### src/rtl/core/ogls_pkg.sv
// ----------------------------------------------------------------------------
// ogls_pkg
// Shared types, constants and codes for the objective grid leader select core.
// ----------------------------------------------------------------------------
package ogls_pkg;

  // Grid geometry
  localparam int GRID_SIDE = 16;
  localparam int IDX_W     = 4;
  localparam int CELLS     = GRID_SIDE * GRID_SIDE;
  localparam int ADDR_W    = 2 * IDX_W;

  // Field widths
  localparam int VAL_W     = 32;
  localparam int CNT_W     = 16;
  localparam int CROWD_W   = 18;
  localparam int RND_W     = 16;
  localparam int EDGE_W    = VAL_W + IDX_W + 1;
  localparam int TIE_W     = $clog2(CELLS + 1);
  localparam int SCAN_W    = $clog2(CELLS + GRID_SIDE);
  localparam int STEP_W    = $clog2(RND_W);

  // Last scan address: the row below the last centre cell has been read
  localparam logic [SCAN_W-1:0] SCAN_LAST = SCAN_W'(CELLS + GRID_SIDE - 1);

  // Function codes
  localparam logic [1:0] FN_INSERT = 2'd0;
  localparam logic [1:0] FN_QUERY  = 2'd1;
  localparam logic [1:0] FN_SELECT = 2'd2;
  localparam logic [1:0] FN_CLEAR  = 2'd3;

  // Status codes
  localparam logic [1:0] ST_OK      = 2'd0;
  localparam logic [1:0] ST_OUTSIDE = 2'd1;
  localparam logic [1:0] ST_EMPTY   = 2'd2;

  // Configuration register indexes
  localparam logic [1:0] CFG_LOWER_F1 = 2'd0;
  localparam logic [1:0] CFG_WIDTH_F1 = 2'd1;
  localparam logic [1:0] CFG_LOWER_F2 = 2'd2;
  localparam logic [1:0] CFG_WIDTH_F2 = 2'd3;

  typedef enum logic [2:0] {
    RES_CELL,
    RES_OUTSIDE,
    RES_EMPTY,
    RES_CLEAR,
    RES_LEADER
  } res_kind_t;

  typedef struct packed {
    logic [1:0]       func;
    logic [VAL_W-1:0] first_objective;
    logic [VAL_W-1:0] second_objective;
    logic [RND_W-1:0] random_value;
  } in_word_t;

  typedef struct packed {
    logic [1:0]         status;
    logic [IDX_W-1:0]   row_index;
    logic [IDX_W-1:0]   column_index;
    logic [CNT_W-1:0]   cell_count;
    logic [CROWD_W-1:0] crowding_count;
  } out_word_t;

  // Controller to datapath
  typedef struct packed {
    logic              load;
    logic              bin_step;
    logic [STEP_W-1:0] bin_bit;
    logic              cell_read;
    logic              cell_update;
    logic              scan_issue;
    logic [SCAN_W-1:0] scan_addr;
    logic              scan_first;
    logic              scan_pass;
    logic              mod_init;
    logic              mod_step;
    logic              clear_grid;
    logic              res_load;
    res_kind_t         res_kind;
  } cmd_t;

  // Datapath to controller
  typedef struct packed {
    logic outside;
    logic ties_zero;
  } stat_t;

endpackage

### src/rtl/core/ogls_ctrl.sv
// ----------------------------------------------------------------------------
// ogls_ctrl
// Operation sequencer: bin division, cell update, two-pass leader scan.
// ----------------------------------------------------------------------------
module ogls_ctrl (
  input  logic            clk,
  input  logic            rst,
  input  logic            start,
  input  logic [1:0]      func,
  input  ogls_pkg::stat_t stat,
  output logic            busy,
  output logic            done,
  output ogls_pkg::cmd_t  cmd
);
  import ogls_pkg::*;

  typedef enum logic [3:0] {
    S_IDLE, S_BIN, S_LOOKUP, S_UPDATE, S_SCAN, S_DRAIN, S_DECIDE, S_MOD, S_FINISH
  } state_t;

  state_t            state;
  logic [STEP_W-1:0] step;
  logic [SCAN_W-1:0] addr;
  logic              pass;

  assign busy = (state != S_IDLE);

  // Commands decoded from state
  always_comb begin
    cmd            = '0;
    cmd.res_kind   = RES_CELL;
    cmd.bin_bit    = step;
    cmd.scan_addr  = addr;
    cmd.scan_first = (addr == '0);
    cmd.scan_pass  = pass;
    case (state)
      S_IDLE: begin
        cmd.load = start;
        if (start && func == FN_CLEAR) begin
          cmd.clear_grid = 1'b1;
          cmd.res_load   = 1'b1;
          cmd.res_kind   = RES_CLEAR;
        end
      end
      S_BIN: cmd.bin_step = 1'b1;
      S_LOOKUP: begin
        cmd.cell_read = !stat.outside;
        cmd.res_load  = stat.outside;
        cmd.res_kind  = RES_OUTSIDE;
      end
      S_UPDATE: begin
        cmd.cell_update = 1'b1;
        cmd.res_load    = 1'b1;
      end
      S_SCAN: cmd.scan_issue = 1'b1;
      S_DECIDE: begin
        cmd.mod_init = !stat.ties_zero;
        cmd.res_load = stat.ties_zero;
        cmd.res_kind = RES_EMPTY;
      end
      S_MOD: cmd.mod_step = 1'b1;
      S_FINISH: begin
        cmd.res_load = 1'b1;
        cmd.res_kind = RES_LEADER;
      end
      default: ;
    endcase
  end

  // State and result strobe
  always_ff @(posedge clk) begin
    if (rst) begin
      state <= S_IDLE;
      done  <= 1'b0;
      step  <= '0;
      addr  <= '0;
      pass  <= 1'b0;
    end else begin
      done <= cmd.res_load;
      case (state)
        S_IDLE: begin
          if (start) begin
            case (func)
              FN_INSERT, FN_QUERY: begin
                state <= S_BIN;
                step  <= STEP_W'(IDX_W - 1);
              end
              FN_SELECT: begin
                state <= S_SCAN;
                addr  <= '0;
                pass  <= 1'b0;
              end
              default: state <= S_IDLE;
            endcase
          end
        end
        S_BIN: begin
          if (step == '0) state <= S_LOOKUP;
          else step <= step - 1'b1;
        end
        S_LOOKUP: state <= stat.outside ? S_IDLE : S_UPDATE;
        S_UPDATE: state <= S_IDLE;
        S_SCAN: begin
          if (addr == SCAN_LAST) state <= S_DRAIN;
          else addr <= addr + 1'b1;
        end
        S_DRAIN: state <= pass ? S_FINISH : S_DECIDE;
        S_DECIDE: begin
          if (stat.ties_zero) begin
            state <= S_IDLE;
          end else begin
            state <= S_MOD;
            step  <= STEP_W'(RND_W - 1);
          end
        end
        S_MOD: begin
          if (step == '0) begin
            state <= S_SCAN;
            addr  <= '0;
            pass  <= 1'b1;
          end else begin
            step <= step - 1'b1;
          end
        end
        S_FINISH: state <= S_IDLE;
        default: state <= S_IDLE;
      endcase
    end
  end

endmodule

### config.mk
export PLATFORM = sky130hd
export DESIGN_NAME = ogls_ctrl
export DESIGN_NICKNAME = d
export VERILOG_FILES = /design/src/rtl/core/ogls_pkg.sv /design/src/rtl/core/ogls_ctrl.sv
export SDC_FILE = /design/constraint.sdc
export NUM_CORES = 1
export LEC_CHECK = 0
export BUFFER_PORTS_ARGS = -buffer_cell sky130_fd_sc_hd__buf_2
export CAP_MARGIN = 20
export CORE_UTILIZATION = 37
export CTS_BUF_LIST = sky130_fd_sc_hd__clkbuf_4 sky130_fd_sc_hd__clkbuf_8
export DETAILED_ROUTE_END_ITERATION = 10
export PLACE_DENSITY_LB_ADDON = 0.08
export SLEW_MARGIN = 20
export SYNTH_ARGS = -nofsm -noshare
export SYNTH_HDL_FRONTEND = slang
export SYNTH_SLANG_ARGS = --single-unit
### constraint.sdc
create_clock -name clk -period 2.6 [get_ports clk]
set_input_delay 0.26 -clock clk [delete_from_list [all_inputs] [get_ports clk]]
set_output_delay 0.26 -clock clk [all_outputs]
set_load 0.005 [all_outputs]
==> flow_metrics.tcl <==
set metrics [dict create \
    reg2reg_from "state[0]" \
    max_slew_margin 0.5748 \
    syn_to_final_growth_pct 19.32 \
    vias 1410 \
    crit_buf_inv 2 \
    cp-end-kind "flip-flop" \
    clock-sinks 19 \
    whs_endpoint "done" \
    rsz0062_at_grt "no" \
    synth_edf_count 0 \
    die_w_um 63.49 \
    final_util 0.4812 \
    final_cell_mix "buf_2 (35), dfxtp_1 (19), nor2_1 (13)" \
    nNetsFinal 216 \
    powerDensity_mw_per_mm2 654.9 \
    drive_gt1_frac 0.2990 \
    worst_clock_skew_ns 0.002051 \
    crit_required_ns 2.77 \
    crit_path_start_kind "flip-flop" \
    die_y_um 63.49 \
    finalCritPeriodShare 0.8298 \
    cp_data_arrival_time_ns 2.33 \
    min_path_cells 2 \
    yosysSeqAreaShare 0.2719 \
    final_common_cell "buf_2" \
    postSynthCellCount 171 \
    yosys_warnings 0 \
    numCtsBuffers 3 \
    layout_min_cycle_time_ns 2.158 \
    syn_nets 182 \
    tns_ns 0 \
    rows 21 \
    wire_per_inst_um 14.33 \
    yosysTopAreaCellShare 0.2719 \
    r2r_slack_ns 0.44 \
    place_congestion 0.8452 \
    status "completed" \
    p_leak_nw 0.6418 \
    reg2reg_to "addr[5]" \
    start_util 0.4033 \
    post_cts_resize_count 0 \
    finalSetupViolCount 0 \
    drt-pass1-iter-count 4 \
    core_sq_mm 0.003468 \
    path_class "flip-flop to flip-flop" \
    yosys.area.top_type "dfxtp_1" \
    dieArea_sq_mm 0.004030 \
    critPathSlowestCell "nor4_2" \
    cap_violations 0 \
    synth.avg_cell_area_sq_um 8.180 \
    dp_hpwl_mm 2.692 \
    worst_slew_pin_slew_ns 0.6370 \
    max-vdd-ir-drop_mv 0.3340 \
    grt_pass1_vias 1249 \
    grt_usage 0.1815 \
    viasPerCell 5.640 \
    diodes 0 \
    cp_cell_sequence "nor4_2 > inv_2 > o32a_1 > o31a_1 > buf_4 > a221oi_2" \
    postCtsSetupRepairBufs 0 \
    fmax_mhz 463.5 \
    synth.area.top_cells "dfxtp_1 (27%), a21oi_1 (4.3%), nand2b_1 (4.0%), ha_1 (3.6%), nor2_1 (3.5%)" \
    wl_mm 3.582 \
    finalWorstSetupSlack_ns 0.4424 \
    ios 36 \
    ant_nets 0 \
    grt_max_degree 22 \
    crit_path_max_incr_delay_ns 0.59 \
    ys_ff_latch 19 \
    ys_types 59 \
    crit_family "compound AO/OA/AOI/OAI gates" \
    antenna_found_initial 0 \
    worstHoldStart "rst" \
    synthFlopType "dfxtp_1" \
    worst-path-stages 6 \
    hold_violations 0 \
    port_buffers 35 \
    grt_pass1_wl_mm 5.906 \
    drc_errors 0 \
    drv_slew 0 \
    grt_overflow_total 0 \
    dpl_worst_slack_ns 0.4241 \
    clk_pin_slew_worst_paths_ns 0.07 \
    max-clock-path-buffers 2 \
    cts_root_buf "clkbuf_8" \
    synthArstFlopShare 0 \
    ctsHoldBuffers 0 \
    r2r_cells 6 \
    fill_cells 373 \
    min_path_type "primary input to flip-flop" \
    syn_area_sq_mm 0.001399 \
    h-tree-depth 1 \
    clkLatencyLatePin_ns 0.25 \
    drt_iter0_drc 93 \
    cts_tree "yes" \
    critPathMaxFanout 19 \
]
[worst reg2reg max path, stage by stage, from the launching register on]
cell	delay, ns
dfxtp_1	0.51
nor4_2	0.59
inv_2	0.10
o32a_1	0.24
o31a_1	0.21
buf_4	0.20
a221oi_2	0.22
[synth_stat cells, types with 2 or more instances]
cell / number
a211o_1: 2
a21oi_1: 12
a311oi_2: 3
clkbuf_1: 10
dfxtp_1: 19
ha_1: 4
inv_1: 11
inv_2: 3
mux2i_1: 2
nand2_1: 10
nand2b_1: 9
nand3_1: 5
nor2_1: 13
nor2b_1: 3
nor3_1: 4
nor3b_1: 2
nor4_1: 5
nor4b_1: 2
o21ai_0: 3
o31a_1: 3
o32ai_2: 3
or3_1: 2
or3b_1: 3
xnor2_1: 3
[state kept, by name, summed over array words and instances, names as in the netlist]
register and cells:
addr 9, done 1, pass 1, state 4
step 4
[metrics by stage]
stage,cells,area [sq um],power (mW),hold WS (ns)
3_5_place_dp,246,1620,0.8823,0.5097
6_report,250,1669,1.093,0.4520
5_1_grt,250,1669,1.183,0.4704
3_3_place_gp,246,1620,0.8775,0.4984
4_1_cts,250,1669,1.102,0.4454
2_1_floorplan,171,1399,0.7252,0.4403
[cell type report]
type	instances	area, sq um	area share
inverter	15	57.56	0.03448
tap	46	57.56	0.03448
multi-input combinational	125	904.6	0.5420
clock buffer	4	48.80	0.02924
timing repair buffer	41	220.2	0.1319
sequential	19	380.4	0.2279
[worst max-delay path by stage]
stage	from	to	slack [ns]
after CTS	state[0]	addr[5]	0.41
after global placement	state[0]	addr[6]	0.49
after detailed placement	state[0]	addr[6]	0.42
after floorplan	addr[4]	addr[2]	0.72
after global routing	state[0]	addr[5]	0.25
final	state[0]	addr[5]	0.44
[metal layers]
metal  vias up  wire length [um]  track usage
met5         -                 0            0
met4         0                18      0.04261
met3         2               209      0.04710
met2        44              1669       0.2806
met1       667              1685       0.2486
li1        697                 -            -
[kinds of logic (layout without fill, tap and decap cells)]
| kind of cell | after synthesis | count (layout) | synth area share |
|---|---|---|---|
| AOI/OAI and AO/OA | 48 | 48 | 0.2934 |
| buffers and inverters | 27 | 60 | 0.08140 |
| muxes | 2 | 2 | 0.01431 |
| DFF | 19 | 19 | 0.2719 |
| xor gates and xnor gates | 4 | 4 | 0.02505 |
| adders and majority gates | 4 | 4 | 0.03578 |
| and+or+nand+nor | 67 | 67 | 0.2782 |
[power by group]
group | internal, mW | switching (mW) | total, mW | leakage (nW)
Sequential | 0.320 | 0.0581 | 0.378 | 0.154
Combinational | 0.216 | 0.285 | 0.501 | 0.462
Clock | 0.119 | 0.0951 | 0.214 | 0.0262
Total | 0.655 | 0.438 | 1.09 | 0.642
(Power assumes the default switching activity.)
